$ cat src/rsflq_pkg.sv
// ----------------------------------------------------------------------------
// rsflq_pkg
// shared types and codes for the receive sequence filter and link quality unit
// ----------------------------------------------------------------------------
package rsflq_pkg;

    // stream payload widths
    localparam int S_TDATA_W = 24;
    localparam int M_TDATA_W = 56;

    // event kinds carried in s_tuser
    localparam logic [1:0] KIND_FRAME    = 2'd0;
    localparam logic [1:0] KIND_TX_ACK   = 2'd1;
    localparam logic [1:0] KIND_TX_RETRY = 2'd2;
    localparam logic [1:0] KIND_REPORT   = 2'd3;

    // frame types
    localparam logic [2:0] FT_ACK      = 3'd0;
    localparam logic [2:0] FT_NO_ACK   = 3'd1;
    localparam logic [2:0] FT_LOW_LAT  = 3'd2;
    localparam logic [2:0] FT_WITH_ACK = 3'd3;

    // delivery classes
    localparam logic [1:0] CLS_INVALID   = 2'd0;
    localparam logic [1:0] CLS_NON_ACK   = 2'd1;
    localparam logic [1:0] CLS_HIGH_PRIO = 2'd2;
    localparam logic [1:0] CLS_ACK_BUF   = 2'd3;

    // configuration register indexes
    localparam logic CFG_ACK_ID_OFFSET = 1'b0;
    localparam logic CFG_WRAP_WINDOW   = 1'b1;

    localparam logic [7:0] ACK_ID_OFFSET_RESET = 8'd0;
    localparam logic [6:0] WRAP_WINDOW_RESET   = 7'd10;

    // sequence handling
    localparam logic [7:0]        SEQ_RESET = 8'hFF;
    localparam logic signed [9:0] SEQ_SPAN  = 10'sd256;

    // report arithmetic
    localparam int         PCT_SCALE = 100;
    localparam logic [7:0] PCT_NONE  = 8'hFF;
    localparam int         QUOT_W    = 7;
    localparam int         STEP_W    = 3;

    // report divisions, in order
    localparam logic [1:0] RPT_TX  = 2'd0;
    localparam logic [1:0] RPT_RX  = 2'd1;
    localparam logic [1:0] RPT_USE = 2'd2;

    typedef enum logic [2:0] {
        ST_IDLE,
        ST_LOOKUP,
        ST_DIV_START,
        ST_DIV_WAIT,
        ST_REPORT
    } lq_state_t;

    typedef struct packed {
        logic start;
    } div_ctrl_t;

    typedef struct packed {
        logic busy;
        logic done;
    } div_stat_t;

endpackage

$ cat src/rx_sequence_filter_link_quality_unit.sv
// ----------------------------------------------------------------------------
// rx_sequence_filter_link_quality_unit
// per-channel sequence filter with duplicate counting and link quality report
// ----------------------------------------------------------------------------
//  channel  | direction | payload
//  ---------+-----------+--------------------------------------------------
//  cfg      | in        | cfg_we, cfg_index, cfg_data (register write)
//  s_*      | in        | event: kind in tuser, frame header in tdata
//  m_*      | out       | frame verdict or report, report flag in tuser
//
//  a frame transaction first does the registered sequence table read, then the
//  compare, counter update and table write-back
//  ack and retry events give no result
//  a report tick runs three divisions on the shared restoring divider, between
//  the accept and the output
//  reset clears the table valid bits at once, so no clearing pass is needed
//  a held result blocks only the next result; input stalls wait for it
// ----------------------------------------------------------------------------
module rx_sequence_filter_link_quality_unit
    import rsflq_pkg::*;
#(
    parameter int CHANNELS    = 256,
    parameter int COUNT_WIDTH = 32
) (
    input  logic                 clk,
    input  logic                 rst_n,
    input  logic                 cfg_we,
    input  logic                 cfg_index,
    input  logic [7:0]           cfg_data,
    input  logic                 s_tvalid,
    output logic                 s_tready,
    // frame_type, channel_id, frame_seq, zero pad
    input  logic [S_TDATA_W-1:0] s_tdata,
    // kind
    input  logic [1:0]           s_tuser,
    output logic                 m_tvalid,
    input  logic                 m_tready,
    // deliver, deliver_class, ack_req, ack_channel, ack_header_seq,
    // acked_seq, tx_link_pct, rx_link_pct, rx_used_pct, zero pad
    output logic [M_TDATA_W-1:0] m_tdata,
    // report_valid
    output logic [0:0]           m_tuser
);

    localparam int IW = (CHANNELS > 1) ? $clog2(CHANNELS) : 1;
    localparam int CW = COUNT_WIDTH;

    function automatic logic [CW-1:0] sat_add(input logic [CW-1:0] a, input logic [7:0] b);
        logic [CW:0] s;
        s = {1'b0, a} + {{(CW - 7){1'b0}}, b};
        sat_add = s[CW] ? {CW{1'b1}} : s[CW-1:0];
    endfunction

    lq_state_t state_reg, state_next;

    logic [7:0]    ack_id_offset_reg;
    logic [6:0]    wrap_window_reg;
    logic [7:0]    ack_seq_reg, ack_seq_next;
    logic [CW-1:0] ack_cnt_reg, ack_cnt_next;
    logic [CW-1:0] retry_cnt_reg, retry_cnt_next;
    logic [CW-1:0] useful_cnt_reg, useful_cnt_next;
    logic [CW-1:0] useless_cnt_reg, useless_cnt_next;
    logic [CW-1:0] miss_cnt_reg, miss_cnt_next;
    logic [CHANNELS-1:0] valid_reg;
    logic [1:0]    rpt_idx_reg;
    logic [7:0]    tx_pct_reg, rx_pct_reg, use_pct_reg;

    logic [2:0]    ftype_reg;
    logic [7:0]    chan_reg, seq_reg;
    logic [IW-1:0] idx_reg;

    logic                 out_valid_reg;
    logic [M_TDATA_W-1:0] out_data_reg;
    logic                 out_user_reg;

    logic [1:0]    in_kind;
    logic [2:0]    in_ftype;
    logic [7:0]    in_chan, in_seq;
    logic [IW-1:0] in_idx;
    logic          in_acc;
    logic          out_free;

    logic frame_commit, report_commit;
    logic ram_we;
    logic [7:0] ram_rdata;

    div_ctrl_t             div_ctrl;
    div_stat_t             div_stat;
    logic [CW:0]           div_num;
    logic [CW+1:0]         div_den;
    logic [QUOT_W-1:0]     div_quot;
    logic [CW:0]           recv_sum;
    logic                  den_zero;
    logic [7:0]            pct_val;

    logic [7:0]            stored;
    logic signed [9:0]     raw, fwd_dist, neg_win;
    logic                  wrap, is_new, store, deliver, ack_req;
    logic [7:0]            miss_inc;
    logic [1:0]            dclass;
    logic [7:0]            ack_channel, ack_header_seq, acked_seq;
    logic [M_TDATA_W-1:0]  frame_data, report_data;

    assign in_kind  = s_tuser;
    assign in_ftype = s_tdata[2:0];
    assign in_chan  = s_tdata[10:3];
    assign in_seq   = s_tdata[18:11];
    assign in_acc   = s_tvalid && s_tready;
    assign out_free = !out_valid_reg || m_tready;

    // channel modulo table depth by conditional subtraction
    always_comb
    begin
        logic [15:0] v;
        v = 16'(in_chan);
        for (int k = 7; k >= 0; k--)
        begin
            if (v >= (16'(CHANNELS) << k))
            begin
                v = v - (16'(CHANNELS) << k);
            end
        end
        in_idx = v[IW-1:0];
    end

    // next state
    always_comb
    begin
        state_next = state_reg;
        case (state_reg)
            ST_IDLE:
            begin
                if (in_acc && in_kind == KIND_FRAME)
                begin
                    state_next = ST_LOOKUP;
                end
                else if (in_acc && in_kind == KIND_REPORT)
                begin
                    state_next = ST_DIV_START;
                end
            end
            ST_LOOKUP:
            begin
                if (out_free)
                begin
                    state_next = ST_IDLE;
                end
            end
            ST_DIV_START:
            begin
                state_next = ST_DIV_WAIT;
            end
            ST_DIV_WAIT:
            begin
                if (div_stat.done)
                begin
                    state_next = (rpt_idx_reg == RPT_USE) ? ST_REPORT : ST_DIV_START;
                end
            end
            ST_REPORT:
            begin
                if (out_free)
                begin
                    state_next = ST_IDLE;
                end
            end
            default:
            begin
                state_next = ST_IDLE;
            end
        endcase
    end

    // control outputs
    always_comb
    begin
        s_tready       = 1'b0;
        frame_commit   = 1'b0;
        report_commit  = 1'b0;
        div_ctrl.start = 1'b0;
        case (state_reg)
            ST_IDLE:      s_tready       = 1'b1;
            ST_LOOKUP:    frame_commit   = out_free;
            ST_DIV_START: div_ctrl.start = 1'b1;
            ST_REPORT:    report_commit  = out_free;
            default:      s_tready       = 1'b0;
        endcase
    end

    // frame verdict from the stored sequence
    always_comb
    begin
        stored   = valid_reg[idx_reg] ? ram_rdata : SEQ_RESET;
        raw      = $signed({2'b00, seq_reg}) - $signed({2'b00, stored});
        neg_win  = -$signed({3'b000, wrap_window_reg});
        wrap     = raw < neg_win;
        fwd_dist = wrap ? raw + SEQ_SPAN : raw;
        is_new   = fwd_dist > 10'sd0;
        miss_inc = is_new ? fwd_dist[7:0] - 8'd1 : 8'd0;
        store    = (ftype_reg == FT_ACK) || is_new;
        deliver  = is_new && (ftype_reg != FT_ACK);
        ack_req  = ftype_reg == FT_WITH_ACK;
        case (ftype_reg)
            FT_NO_ACK:   dclass = CLS_NON_ACK;
            FT_LOW_LAT:  dclass = CLS_HIGH_PRIO;
            FT_WITH_ACK: dclass = CLS_ACK_BUF;
            default:     dclass = CLS_INVALID;
        endcase
        if (!deliver)
        begin
            dclass = CLS_INVALID;
        end
        ack_channel    = ack_req ? chan_reg + ack_id_offset_reg : 8'd0;
        ack_header_seq = ack_req ? ack_seq_reg : 8'd0;
        acked_seq      = ack_req ? seq_reg : 8'd0;
        frame_data = {28'd0, acked_seq, ack_header_seq, ack_channel, ack_req, dclass,
                      deliver};
        report_data = {4'd0, use_pct_reg, rx_pct_reg, tx_pct_reg, 28'd0};
    end

    assign ram_we = frame_commit && store;

    // report division operands
    always_comb
    begin
        recv_sum = {1'b0, useful_cnt_reg} + {1'b0, useless_cnt_reg};
        case (rpt_idx_reg)
            RPT_TX:
            begin
                div_num = {1'b0, ack_cnt_reg};
                div_den = {2'b00, ack_cnt_reg} + {2'b00, retry_cnt_reg};
            end
            RPT_RX:
            begin
                div_num = recv_sum;
                div_den = {2'b00, miss_cnt_reg} + {1'b0, recv_sum};
            end
            RPT_USE:
            begin
                div_num = {1'b0, useful_cnt_reg};
                div_den = {1'b0, recv_sum};
            end
            default:
            begin
                div_num = '0;
                div_den = '0;
            end
        endcase
        den_zero = div_den == '0;
        pct_val  = den_zero ? PCT_NONE : {1'b0, div_quot};
    end

    // counters and ack sequence
    always_comb
    begin
        ack_cnt_next     = ack_cnt_reg;
        retry_cnt_next   = retry_cnt_reg;
        useful_cnt_next  = useful_cnt_reg;
        useless_cnt_next = useless_cnt_reg;
        miss_cnt_next    = miss_cnt_reg;
        ack_seq_next     = ack_seq_reg;
        if (in_acc && in_kind == KIND_TX_ACK)
        begin
            ack_cnt_next = sat_add(ack_cnt_reg, 8'd1);
        end
        if (in_acc && in_kind == KIND_TX_RETRY)
        begin
            retry_cnt_next = sat_add(retry_cnt_reg, 8'd1);
        end
        if (frame_commit)
        begin
            miss_cnt_next = sat_add(miss_cnt_reg, miss_inc);
            if (is_new)
            begin
                useful_cnt_next = sat_add(useful_cnt_reg, 8'd1);
            end
            else
            begin
                useless_cnt_next = sat_add(useless_cnt_reg, 8'd1);
            end
            if (ack_req)
            begin
                ack_seq_next = ack_seq_reg + 8'd1;
            end
        end
        if (report_commit)
        begin
            ack_cnt_next     = '0;
            retry_cnt_next   = '0;
            useful_cnt_next  = '0;
            useless_cnt_next = '0;
            miss_cnt_next    = '0;
        end
    end

    always_ff @(posedge clk or negedge rst_n)
    begin
        if (!rst_n)
        begin
            state_reg         <= ST_IDLE;
            ack_id_offset_reg <= ACK_ID_OFFSET_RESET;
            wrap_window_reg   <= WRAP_WINDOW_RESET;
            ack_seq_reg       <= '0;
            ack_cnt_reg       <= '0;
            retry_cnt_reg     <= '0;
            useful_cnt_reg    <= '0;
            useless_cnt_reg   <= '0;
            miss_cnt_reg      <= '0;
            valid_reg         <= '0;
            rpt_idx_reg       <= RPT_TX;
            out_valid_reg     <= 1'b0;
        end
        else
        begin
            state_reg       <= state_next;
            ack_seq_reg     <= ack_seq_next;
            ack_cnt_reg     <= ack_cnt_next;
            retry_cnt_reg   <= retry_cnt_next;
            useful_cnt_reg  <= useful_cnt_next;
            useless_cnt_reg <= useless_cnt_next;
            miss_cnt_reg    <= miss_cnt_next;
            if (cfg_we && cfg_index == CFG_ACK_ID_OFFSET)
            begin
                ack_id_offset_reg <= cfg_data;
            end
            if (cfg_we && cfg_index == CFG_WRAP_WINDOW)
            begin
                wrap_window_reg <= cfg_data[6:0];
            end
            if (ram_we)
            begin
                valid_reg[idx_reg] <= 1'b1;
            end
            if (report_commit)
            begin
                rpt_idx_reg <= RPT_TX;
            end
            else if (div_stat.done)
            begin
                rpt_idx_reg <= rpt_idx_reg + 2'd1;
            end
            if (frame_commit || report_commit)
            begin
                out_valid_reg <= 1'b1;
            end
            else if (m_tready)
            begin
                out_valid_reg <= 1'b0;
            end
        end
    end

    // payload registers
    always_ff @(posedge clk)
    begin
        if (in_acc)
        begin
            ftype_reg <= in_ftype;
            chan_reg  <= in_chan;
            seq_reg   <= in_seq;
            idx_reg   <= in_idx;
        end
        if (div_stat.done)
        begin
            case (rpt_idx_reg)
                RPT_TX:  tx_pct_reg  <= pct_val;
                RPT_RX:  rx_pct_reg  <= pct_val;
                default: use_pct_reg <= pct_val;
            endcase
        end
        if (frame_commit)
        begin
            out_data_reg <= frame_data;
            out_user_reg <= 1'b0;
        end
        else if (report_commit)
        begin
            out_data_reg <= report_data;
            out_user_reg <= 1'b1;
        end
    end

    rsflq_ram #(
        .WIDTH (8),
        .DEPTH (CHANNELS)
    ) u_seq_table (
        .clk   (clk),
        .we    (ram_we),
        .waddr (idx_reg),
        .wdata (seq_reg),
        .re    (in_acc),
        .raddr (in_idx),
        .rdata (ram_rdata)
    );

    rsflq_div #(
        .COUNT_WIDTH (COUNT_WIDTH)
    ) u_div (
        .clk   (clk),
        .rst_n (rst_n),
        .ctrl  (div_ctrl),
        .num   (div_num),
        .den   (div_den),
        .stat  (div_stat),
        .quot  (div_quot)
    );

    assign m_tvalid   = out_valid_reg;
    assign m_tdata    = out_data_reg;
    assign m_tuser[0] = out_user_reg;

    a_div_start_idle: assert property (@(posedge clk) disable iff (!rst_n)
        div_ctrl.start |-> !div_stat.busy)
        else $error("divider started while busy");

    // a zero divisor leaves the quotient meaningless, it is replaced downstream
    a_pct_range: assert property (@(posedge clk) disable iff (!rst_n)
        (div_stat.done && !den_zero) |-> div_quot <= QUOT_W'(PCT_SCALE))
        else $error("percentage above full scale");

    a_report_clears: assert property (@(posedge clk) disable iff (!rst_n)
        report_commit |=> (ack_cnt_reg == '0 && retry_cnt_reg == '0 &&
                           useful_cnt_reg == '0 && useless_cnt_reg == '0 &&
                           miss_cnt_reg == '0))
        else $error("counters not cleared after report");

    a_count_events_single: assert property (@(posedge clk) disable iff (!rst_n)
        (in_acc && (in_kind == KIND_TX_ACK || in_kind == KIND_TX_RETRY)) |=> s_tready)
        else $error("ack or retry event did not complete in one cycle");

endmodule

$ cat src/rsflq_ram.sv
// ----------------------------------------------------------------------------
// rsflq_ram
// generic single-write, single-read memory with registered read data
// ----------------------------------------------------------------------------
module rsflq_ram #(
    parameter int WIDTH = 8,
    parameter int DEPTH = 256
) (
    input  logic                                      clk,
    input  logic                                      we,
    input  logic [((DEPTH > 1) ? $clog2(DEPTH) : 1)-1:0] waddr,
    input  logic [WIDTH-1:0]                          wdata,
    input  logic                                      re,
    input  logic [((DEPTH > 1) ? $clog2(DEPTH) : 1)-1:0] raddr,
    output logic [WIDTH-1:0]                          rdata
);

    logic [WIDTH-1:0] mem [DEPTH];
    logic [WIDTH-1:0] rdata_reg;

    always_ff @(posedge clk)
    begin
        if (we)
        begin
            mem[waddr] <= wdata;
        end
        if (re)
        begin
            rdata_reg <= mem[raddr];
        end
    end

    assign rdata = rdata_reg;

endmodule

$ cat src/rsflq_div.sv
// ----------------------------------------------------------------------------
// rsflq_div
// iterative restoring divider for percentages: quot = num * 100 / den
// ----------------------------------------------------------------------------
module rsflq_div
    import rsflq_pkg::*;
#(
    parameter int COUNT_WIDTH = 32
) (
    input  logic                    clk,
    input  logic                    rst_n,
    input  div_ctrl_t               ctrl,
    input  logic [COUNT_WIDTH:0]    num,
    input  logic [COUNT_WIDTH+1:0]  den,
    output div_stat_t               stat,
    output logic [QUOT_W-1:0]       quot
);

    localparam int WW = COUNT_WIDTH + 8;

    logic [WW-1:0]     rem_reg, rem_next;
    logic [WW-1:0]     dsh_reg, dsh_next;
    logic [QUOT_W-1:0] quot_reg, quot_next;
    logic [STEP_W-1:0] step_reg, step_next;
    logic              busy_reg, busy_next;
    logic              done_reg, done_next;
    logic [WW-1:0]     num_ext;
    logic [WW:0]       trial;

    assign num_ext = WW'(num);
    assign trial   = {1'b0, rem_reg} - {1'b0, dsh_reg};

    always_comb
    begin
        rem_next  = rem_reg;
        dsh_next  = dsh_reg;
        quot_next = quot_reg;
        step_next = step_reg;
        busy_next = busy_reg;
        done_next = 1'b0;
        if (ctrl.start)
        begin
            // times 100 as 64 + 32 + 4
            rem_next  = (num_ext << 6) + (num_ext << 5) + (num_ext << 2);
            dsh_next  = WW'(den) << (QUOT_W - 1);
            quot_next = '0;
            step_next = STEP_W'(QUOT_W - 1);
            busy_next = 1'b1;
        end
        else if (busy_reg)
        begin
            if (!trial[WW])
            begin
                rem_next = trial[WW-1:0];
            end
            quot_next = {quot_reg[QUOT_W-2:0], ~trial[WW]};
            dsh_next  = dsh_reg >> 1;
            step_next = step_reg - STEP_W'(1);
            if (step_reg == '0)
            begin
                busy_next = 1'b0;
                done_next = 1'b1;
            end
        end
    end

    always_ff @(posedge clk or negedge rst_n)
    begin
        if (!rst_n)
        begin
            busy_reg <= 1'b0;
            done_reg <= 1'b0;
            step_reg <= '0;
        end
        else
        begin
            busy_reg <= busy_next;
            done_reg <= done_next;
            step_reg <= step_next;
        end
    end

    always_ff @(posedge clk)
    begin
        rem_reg  <= rem_next;
        dsh_reg  <= dsh_next;
        quot_reg <= quot_next;
    end

    assign stat.busy = busy_reg;
    assign stat.done = done_reg;
    assign quot      = quot_reg;

endmodule

$ cat config.mk
export PLATFORM = sky130hd
export DESIGN_NAME = rx_sequence_filter_link_quality_unit
export DESIGN_NICKNAME = d
export VERILOG_FILES = /design/src/rsflq_pkg.sv /design/src/rx_sequence_filter_link_quality_unit.sv /design/src/rsflq_ram.sv /design/src/rsflq_div.sv
export SDC_FILE = /design/constraint.sdc
export NUM_CORES = 2
export LEC_CHECK = 0
export BUFFER_PORTS_ARGS = -buffer_cell sky130_fd_sc_hd__buf_2
export CORE_MARGIN = 2
export CORE_UTILIZATION = 55
export DETAILED_ROUTE_END_ITERATION = 12
export PLACE_DENSITY = 0.77
export SKIP_LAST_GASP = 1
export SLEW_MARGIN = 20
export SYNTH_ARGS = -nofsm -noshare
export SYNTH_HDL_FRONTEND = slang
export SYNTH_SLANG_ARGS = --single-unit
$ cat constraint.sdc
create_clock -name clk -period 18 [get_ports clk]
set_input_delay 3.6 -clock clk [delete_from_list [all_inputs] [get_ports clk]]
set_output_delay 3.6 -clock clk [all_outputs]
set_load 0.005 [all_outputs]
==> flow_summary_export.csv <==
group,metric,value,unit
pwr,swShare,0.2862,
synthesis,syn_area,119100,sq um
synthesis,synth_warnings,0,
timing,setup_ws,5516,ps
pwr,clockPowerShare,0.349,
worst_setup_path,critPathCaptureType,"flop",
floorplanning,core,214800,sq um
place,portBuffers,89,
timing,post-route-period-util,0.6936,
worst_setup_path,critPathMaxFanout,43,
floorplanning,dieArea,220300,sq um
clocking,htree_levels,5,
finish,drive_above_1_share,0.1884,
clocking,cts_made_buffers,287,
place,gp_congestion,0.9105,
synthesis,synth-main-ff-cell,"edfxtp_1",
route,wl_per_cell,30.04,microns
clocking,path_clk_slew,60,ps
global_route,globalRoute.totalOverflow,0,
timing,fin_tns_setup,0,ps
synthesis,synth_edf_count,2201,
finish,finalInstanceArea,131500,sq um
timing,skew,104.1,ps
route,drt_iter0_drc,9038,
worst_setup_path,slowest_stage,"ha_1",
outcome,status,"finished clean",
clocking,cts_resized,0,
route,first_pass_iters,9,
timing,setup_viol,0,
synthesis,ys_types,95,
flow_run,maxCapViolCount,0,
clocking,cts_hold_buf,0,
pwr,p_comb_frac,0.195,
global_route,first_global_vias,70820,
synthesis,synth_top_area_frac,0.5550,
synthesis,yosys-top-cells-area,"edfxtp_1, mux4_2, dfrtp_1",
worst_setup_path,slowest_delay,780,ps
synthesis,synthArstFlopShare,0.1673,
place,preCtsSetupSlack,5800,ps
route,via_count,71000,
worst_setup_path,cp.required,18720,ps
synthesis,synth.most_common_cell,"edfxtp_1",
pwr,power.switching,4.673,mW
global_route,grtUsageTotal,0.2854,
finish,synthToLayoutAreaGrowth,10.43,%
pwr,p_seq_frac,0.456,
route,detail-route-antenna-nets,0,
finish,nets,7747,
timing,rsz0062_at_grt,"no",
pwr,p_per_area,124.1,nW/um^2
synthesis,postSynthCellCount,7356,
clocking,cts.path.max_buffers,4,
timing,fmax,80.10,MHz
floorplanning,die_x,469.3,microns
floorplanning,rows,170,
synthesis,yosysSeqAreaShare,0.6560,
pwr,intPower,11.65,mW
route,drc,0,
floorplanning,start_util,0.5543,
global_route,grt_pass1_wl,471.1,mm
timing,slew_viol_final,0,
worst_hold_path,holdCritPathClass,"reg2reg",
finish,largest_reg_flops,2048,
pwr,p_leak,45.76,nW
floorplanning,die_y,469.3,microns
worst_setup_path,worstPathArrival,13200,ps
synthesis,synth.avg_cell_area,16.19,sq um
clocking,postCtsSetupRepairBufs,0,
floorplanning,io_pins,99,
timing,relSlewSlack,0.2609,
worst_setup_path,startpoint_type,"flop",
global_route,grt_antenna_before_repair,11,
synthesis,ys_ff_latch,2689,
pwr,ir_worst_vdd,0.1065,mV
route,routed_wirelength,315.2,mm
clocking,cts_sinks,2689,
route,avgViaCountPerCell,6.767,
place,dp_hpwl,191.4,mm
clocking,cts_tree,"built",
synthesis,synth_top_cell_by_area,"edfxtp_1",
timing,timing_hold_violations_final,0,
clocking,insertion_delay,950,ps
clocking,cts_root_buf,"clkbuf_16",
timing,tightest_slew,1109,ps
synthesis,yosys-top-cells-count,"edfxtp_1, mux4_2, nor2_1, dfrtp_1, nand2_1",
worst_setup_path,setup.worst_path.class,"reg2reg",
place,dpl_cell_area,122500,sq um
global_route,grt_max_degree,185,
worst_setup_path,crit_top_cell,"a21oi_1",
timing,layout_min_cycle_time,12480,ps
==> per-stage QoR <==
stage,cells,total power [mW],utilization,hold slack [ps]
6_report,10490,16.33,0.6122,451.9
5_1_grt,10490,16.87,0.6121,464.0
4_1_cts,10490,16.32,0.6116,453.7
3_5_place_dp,9998,10.64,0.5704,445.8
3_3_place_gp,9998,10.52,0.5704,442.0
2_1_floorplan,7359,9.692,-,433.6
==> per-layer routing <==
metal | share of wire | track usage | up-vias
met1 | 0.37 | 0.3821 | 36290
met3 | 0.091 | 0.05186 | 847
met4 | 0.053 | 0.1340 | 6
met5 | 0.00011 | 0 | -
met2 | 0.48 | 0.4587 | 4405
li1 | - | - | 29460
==> cells in the final DEF (no fill, tap or decap), types with 86 or more instances in the layout <==
master	Yosys	final
mux4_2	764	764
nor2_1	550	548
inv_1	191	191
a21oi_1	310	310
buf_4	4	86
nand2_1	380	380
xnor2_1	88	88
dfrtp_1	448	448
ha_1	218	215
edfxtp_1	2201	2201
o21bai_1	283	283
clkbuf_16	0	294
o21ai_0	208	207
nand3_1	106	104
nor3_1	99	94
==> kinds of logic (layout without fill, tap and decap cells) <==
| family | count (synthesis) | in the layout | share of synthesized area |
|---|---|---|---|
| flops | 2689 | 2689 | 0.6560 |
| simple gates | 1503 | 1503 | 0.05835 |
| compound gates | 1362 | 1362 | 0.07774 |
| mux | 817 | 817 | 0.1491 |
| buf+inv | 577 | 868 | 0.01847 |
| fa+ha+maj | 258 | 258 | 0.02938 |
| xor+xnor | 149 | 149 | 0.01096 |
| other cells | 1 | 8 | 0.00003149 |
==> power groups by stage <==
stage          Combinational [mW]  Sequential (mW)  Clock (mW)
2_1_floorplan                2.06             7.63           0
3_3_place_gp                 2.97             7.54           0
3_5_place_dp                 3.09             7.56           0
4_1_cts                      3.13             7.44        5.75
5_1_grt                      3.45             7.46        5.96
6_report                     3.18             7.44        5.70
==> worst paths after layout <==
check / start / end / slack, ps / depth (start not counted)
max: idx_reg[0] / miss_cnt_reg[15] / 5520 / 37
min: m_tdata[50] / m_tdata[50] / 450 / 2
max reg2reg: idx_reg[0] / miss_cnt_reg[15] / 5520 / 37
min reg2reg: m_tdata[50] / m_tdata[50] / 450 / 2
max in group asynchronous: rst_n / valid_reg[11] / 12300 / 4
min in group asynchronous: rst_n / state_reg[2] / 2750 / 1
==> critical path, delay by kind of cell, from the launching register on <==
kind | cells | cell delay (ps)
and+or+nand+nor | 9 | 2600
AOI/OAI and AO/OA | 15 | 3100
muxes | 4 | 1990
buffers and inverters | 4 | 2110
DFF | 1 | 400
adders and majority gates | 5 | 1960
==> layout make-up <==
class / count / area [sq um]
fillers: 14740 / 83320
inverters: 193 / 724.4
repair buffers: 188 / 1376
diodes: 4 / 10.01
flip-flops and latches: 2689 / 78120
clock inverters: 116 / 1040
multi-input cells: 4093 / 38870
well taps: 2838 / 3551
clock buffers: 371 / 7816
Note: power is estimated with default switching activity, not from simulation.
